## config.mk

```make
export PLATFORM = sky130hd
export DESIGN_NAME = quoted_command_line_splitter
export DESIGN_NICKNAME = d
export VERILOG_FILES = /design/src/rtl/qcls_pkg.sv /design/src/rtl/quoted_command_line_splitter.sv
export SDC_FILE = /design/constraint.sdc
export NUM_CORES = 1
export LEC_CHECK = 0
export BUFFER_PORTS_ARGS = -buffer_cell sky130_fd_sc_hd__buf_2
export CELL_PAD_IN_SITES_DETAIL_PLACEMENT = 2
export CELL_PAD_IN_SITES_GLOBAL_PLACEMENT = 2
export CORE_ASPECT_RATIO = 0.6
export CORE_MARGIN = 2
export CORE_UTILIZATION = 31
export CTS_BUF_LIST = sky130_fd_sc_hd__clkbuf_16
export DETAILED_ROUTE_END_ITERATION = 7
export PLACE_DENSITY_LB_ADDON = 0.12
export REMOVE_ABC_BUFFERS = 1
export SKIP_CTS_REPAIR_TIMING = 1
export SYNTH_ARGS = -nofsm -noshare
export SYNTH_HDL_FRONTEND = slang
export SYNTH_SLANG_ARGS = --single-unit
```

## constraint.sdc

```tcl
create_clock -name aclk -period 2.4 [get_ports aclk]
set_input_delay 0.24 -clock aclk [delete_from_list [all_inputs] [get_ports aclk]]
set_output_delay 0.24 -clock aclk [all_outputs]
set_load 0.05 [all_outputs]
```

## src/rtl/qcls_pkg.sv

```systemverilog
`timescale 1ns / 1ps

package qcls_pkg;

    localparam logic [7:0] CH_ESCAPE = 8'h5C;
    localparam logic [7:0] CH_SPACE  = 8'h20;
    localparam logic [7:0] CH_DQUOTE = 8'h22;
    localparam logic [7:0] CH_SQUOTE = 8'h27;
    localparam logic [7:0] CH_N      = 8'h6E;
    localparam logic [7:0] CH_T      = 8'h74;
    localparam logic [7:0] CH_LF     = 8'h0A;
    localparam logic [7:0] CH_TAB    = 8'h09;

    typedef enum logic [1:0] {
        ERR_NONE   = 2'd0,
        ERR_QUOTE  = 2'd1,
        ERR_ESCAPE = 2'd2
    } err_code_t;

    typedef struct packed {
        logic      escape_pending;
        logic      in_quote;
        logic      quote_is_single;
        logic      token_nonempty;
    } split_state_t;

    typedef struct packed {
        logic [7:0] out_byte;
        logic       byte_valid;
        logic       token_end;
        err_code_t  error_code;
        logic       string_done;
    } split_result_t;

    function automatic logic [7:0] unescape_byte(input logic [7:0] b);
        logic [7:0] r;
        case (b)
            CH_N:    r = CH_LF;
            CH_T:    r = CH_TAB;
            default: r = b;
        endcase
        return r;
    endfunction

endpackage

```

## src/rtl/quoted_command_line_splitter.sv

```systemverilog
`timescale 1ns / 1ps

// Splits a byte stream into space-separated tokens, shell style. Each input
// transaction carries at most one string byte and an end-of-string flag; it
// produces at most one result transaction (a token byte after unescaping, a
// token-end mark, and on the last one string_done with an error code for an
// open quote or a dangling backslash). Bytes already sent are never retracted.
// One transaction is taken per clock while the output register is empty or
// m_ready is high: the decode is one combinational step on four state bits,
// and the result sits in one output register that is refilled in the same
// cycle it is drained: throughput is one byte per cycle while m_ready is high.
module quoted_command_line_splitter (
    input  logic                  aclk,
    input  logic                  aresetn,
    input  logic                  s_valid,
    output logic                  s_ready,
    input  logic [7:0]            s_in_byte,
    input  logic                  s_has_byte,
    input  logic                  s_end_of_string,
    output logic                  m_valid,
    input  logic                  m_ready,
    output logic [7:0]            m_out_byte,
    output logic                  m_byte_valid,
    output logic                  m_token_end,
    output qcls_pkg::err_code_t   m_error_code,
    output logic                  m_string_done
);
    import qcls_pkg::*;

    split_state_t  state_reg, state_next;
    split_result_t result_reg, result_next;
    logic          m_valid_reg, m_valid_next;
    logic          emit;
    logic          accept;
    logic          is_single;

    assign s_ready = !m_valid_reg || m_ready;
    assign accept  = s_valid && s_ready;

    always_comb begin
        state_next             = state_reg;
        result_next            = '0;
        result_next.error_code = ERR_NONE;
        is_single              = (s_in_byte == CH_SQUOTE);
        if (s_has_byte) begin
            if (state_reg.escape_pending) begin
                state_next.escape_pending = 1'b0;
                result_next.out_byte      = unescape_byte(s_in_byte);
                result_next.byte_valid    = 1'b1;
            end else if (s_in_byte == CH_ESCAPE) begin
                state_next.escape_pending = 1'b1;
            end else if (s_in_byte == CH_SPACE) begin
                if (state_reg.in_quote) begin
                    result_next.out_byte   = s_in_byte;
                    result_next.byte_valid = 1'b1;
                end else if (state_reg.token_nonempty) begin
                    result_next.token_end     = 1'b1;
                    state_next.token_nonempty = 1'b0;
                end
            end else if (s_in_byte inside {CH_DQUOTE, CH_SQUOTE}) begin
                if (!state_reg.in_quote) begin
                    state_next.in_quote        = 1'b1;
                    state_next.quote_is_single = is_single;
                end else if (state_reg.quote_is_single == is_single) begin
                    state_next.in_quote = 1'b0;
                end else begin
                    result_next.out_byte   = s_in_byte;
                    result_next.byte_valid = 1'b1;
                end
            end else begin
                result_next.out_byte   = s_in_byte;
                result_next.byte_valid = 1'b1;
            end
            if (result_next.byte_valid) begin
                state_next.token_nonempty = 1'b1;
            end
        end
        if (s_end_of_string) begin
            if (state_next.escape_pending) begin
                result_next.error_code = ERR_ESCAPE;
            end else if (state_next.in_quote) begin
                result_next.error_code = ERR_QUOTE;
            end
            if (state_next.token_nonempty) begin
                result_next.token_end = 1'b1;
            end
            result_next.string_done = 1'b1;
            state_next              = '0;
        end
        emit = result_next.byte_valid || result_next.token_end || result_next.string_done;
    end

    always_comb begin
        m_valid_next = m_valid_reg;
        if (accept) begin
            m_valid_next = emit;
        end else if (m_ready) begin
            m_valid_next = 1'b0;
        end
    end

    always_ff @(posedge aclk) begin
        if (!aresetn) begin
            state_reg   <= '0;
            m_valid_reg <= 1'b0;
        end else begin
            m_valid_reg <= m_valid_next;
            if (accept) begin
                state_reg <= state_next;
            end
        end
    end

    always_ff @(posedge aclk) begin
        if (accept && emit) begin
            result_reg <= result_next;
        end
    end

    assign m_valid       = m_valid_reg;
    assign m_out_byte    = result_reg.out_byte;
    assign m_byte_valid  = result_reg.byte_valid;
    assign m_token_end   = result_reg.token_end;
    assign m_error_code  = result_reg.error_code;
    assign m_string_done = result_reg.string_done;

    a_err_only_at_done: assert property (@(posedge aclk) disable iff (!aresetn)
        (m_valid && m_error_code != ERR_NONE) |-> m_string_done)
        else $error("error code without string end");

    a_clear_after_eos: assert property (@(posedge aclk) disable iff (!aresetn)
        (accept && s_end_of_string) |=> (state_reg == '0))
        else $error("state not cleared after string end");

    a_escaped_byte_out: assert property (@(posedge aclk) disable iff (!aresetn)
        (accept && s_has_byte && state_reg.escape_pending) |=> (m_valid && m_byte_valid))
        else $error("escaped byte not emitted");

    a_idle_byte_zero: assert property (@(posedge aclk) disable iff (!aresetn)
        (m_valid && !m_byte_valid) |-> (m_out_byte == 8'd0))
        else $error("out byte nonzero without byte valid");

endmodule

```

==> impl_results.md <==
* Outcome: complete, no violations
* Register bit count reported by yosys at 18
* Initial DRC Count at 19
* Clock Path Buffers at 2
* CTS clock-pin slew for the worst setup and hold paths at approximately 0.05 ns
* Area contributors post-synth: edfxtp_1 38%, dfxtp_1 9.8%, nand2_1 3.3%
* Area share of the largest cell type after synthesis at around two fifths
* First-pass GRT wire length at 5.11 mm
* Mapped cell area at about 1000 µm²
* Synth cell types at between 40 and 50
* CP max stage delay at 0.40 ns
* Synth Flop Type: edfxtp_1
* Vias per cell at slightly above 5
* Relative slew slack at between 70% and 80%
* Synth area leader: edfxtp_1
* Final Util at 39.8%
* CP endpoint kind: register
* Number of clock sinks at 18
* Core Footprint at roughly 3200 µm²
* Min Tclk post-route at 2.17 ns
* Pin count of the biggest net entering global routing at 12
* Die area at 3770 µm²
* Initial antenna violation count at 0
* Vias in the first global route at 978
* H-Tree Depth at 1
* Critical path class: register to register
* Dpl hpwl at 2.45 mm
* Top Ports at 29
* Max Fclk at 461 MHz
* CTS tree: done
* Hold Fails Final Rpt at 0
* CP bufs+invs at 1
* Remaining Overflow, GRT at 0
* Hold Slack at between 0.2 and 0.3 ns
* Post-Synth Adder-Cell Area at 0%
* Final worst path period share at 90.4%
* Most frequent cells after synthesis: 13 x edfxtp_1, 9 x nand2_1, 7 x inv_1, 6 x nor2_1, 5 x dfxtp_1
* Area grow syn2layout at 25.1%
* IO buf count at 28
* Drt pass-1 iters at 3
* Ys async rst share at 0%
* Post-synthesis mux area share at under 10%
* Pleak at a little under 0.5 nW
* CTS root buffer: clkbuf_16
* Post-synthesis sequential area ratio at 48.2%
* Rows at 16
* Simple-Gate Fraction of Synth Area at 25.7%
* HP Class: input port to register
* Top-count cell post-synth: edfxtp_1
* Layout net count at 143
* Die width at 78.0 µm
* DR DRC count at 0
* CP Data Required Time at approximately 2.4 ns
* Slowest CP cell: nor4_1
* Final Setup Violations at 0
* Drt total wl at 3.03 mm
* Mapped Avg Cell Area at 10.3 µm²
* GPL Wtd Cong at ~0.76
* Post-synth EDFFs at 13
* Routed WL per cell at 17.5 µm
* Max cap viols at 0
* Antenna-violating nets left at 0
* Tot Pwr at 0.837 mW
* PD cells at 657 nW/µm²
* Startpoint types: register
* TritonCTS buffer count at 3
* Worst-path fanout max at 10
* Flop-to-flop setup slack at about 0.23 ns
* Worst EP arrival at 2.12 ns
* Initial Utilization at a little under a third
* DR vias at approximately 890
* Total track usage at 17.8%
* Worst skew pair latency at 0.24 ns
* Synth Instances at roughly 100
* Slew at the pin closest to its max-slew limit at 0.436 ns
* Layout cells sized above 1 at between 30% and 40%
* VDD IR max at 0.238 mV
* Setup Skew at approximately 0.0028 ns
* Setup TNS at 0 ns
* Max FFs per register at 8
* Area fraction in compound gates after synthesis at 16.5%
* Die Y-Extent at 48.4 µm
* # diodes at 0
* RSZ-0062 raised after global routing: false
* Count of warnings emitted by yosys at 0
* Pins Over Slew Limit at 0
* Main combinational cell family by area after synthesis: simple AND/OR/NAND/NOR gates
* Worst path top cell family by delay: simple AND/OR/NAND/NOR gates
* Crit-path cells: nor4_1 > nand4_1 > o31a_1 > a21oi_2 > buf_4
* Synth Area in XOR/XNOR at 1.72%
## metrics by stage
step	cells	area, µm²	setup slack [ns]
3_3_place_gp	169	1190	0.386
5_1_grt	173	1270	0.132
6_report	173	1270	0.231
4_1_cts	173	1270	0.250
2_1_floorplan	94	983	0.353
3_5_place_dp	169	1190	0.298
## placed cells by master, fill, tap and decap left out, types with 2 or more instances in the layout
cell / n
edfxtp_1: 13
a21oi_1: 3
a41oi_1: 2
nand4_1: 3
nand2b_1: 3
nor3b_1: 2
nor2b_1: 4
xor2_1: 2
nand3_1: 2
inv_1: 7
and2_1: 2
a31oi_1: 2
nor2_1: 6
buf_4: 2
nand2_1: 9
mux2i_1: 2
buf_2: 28
a21oi_2: 3
clkbuf_16: 3
o21ai_0: 3
dfxtp_1: 5
## final cells by class
cell class                      instances  area (µm²)
Fill cell                             360        1930
Tap cell                               45        56.3
Multi-Input combinational cell         69         467
Inverter                                7        26.3
Clock buffer                            3        75.1
Timing Repair Buffer                   30         155
Clock inverter                          1        3.75
Sequential cell                        18         490
## report_power, final
| part | internal, mW | switching [mW] | leakage, nW | total, mW |
|---|---|---|---|---|
| clock network | 0.221 | 0.106 | 0.0385 | 0.327 |
| logic | 0.0387 | 0.114 | 0.286 | 0.153 |
| registers | 0.352 | 0.00474 | 0.167 | 0.357 |
## final timing paths
kind / to / from / depth (start not counted)
setup / recovery: m_out_byte[2] / state_reg[2] / 5
hold / removal: m_string_done / s_end_of_string / 1
setup reg to reg: m_out_byte[2] / state_reg[2] / 5
hold reg to reg: state_reg[1] / state_reg[1] / 2
## kinds of logic after synthesis
group	Yosys count
xor gates and xnor gates	2
and+or+nand+nor	43
muxes	2
DFF	18
AOI/OAI and AO/OA	22
buffers and inverters	12
## routing by layer
metal / track usage, % / part of all wire, %
met1: 24.9 / 49
met2: 29.6 / 48
met3: 2.43 / 3.0
met4: 4.39 / 0.53
met5: 0 / 0
## worst reg2reg max path: cells and delay by family, from the launching register on
kind                   cells  cell delay [ns]
AO/OA/AOI/OAI              2             0.62
buffers and inverters      1             0.24
flip-flops                 1             0.37
AND/OR/NAND/NOR            2             0.63
(Power assumes the default switching activity.)
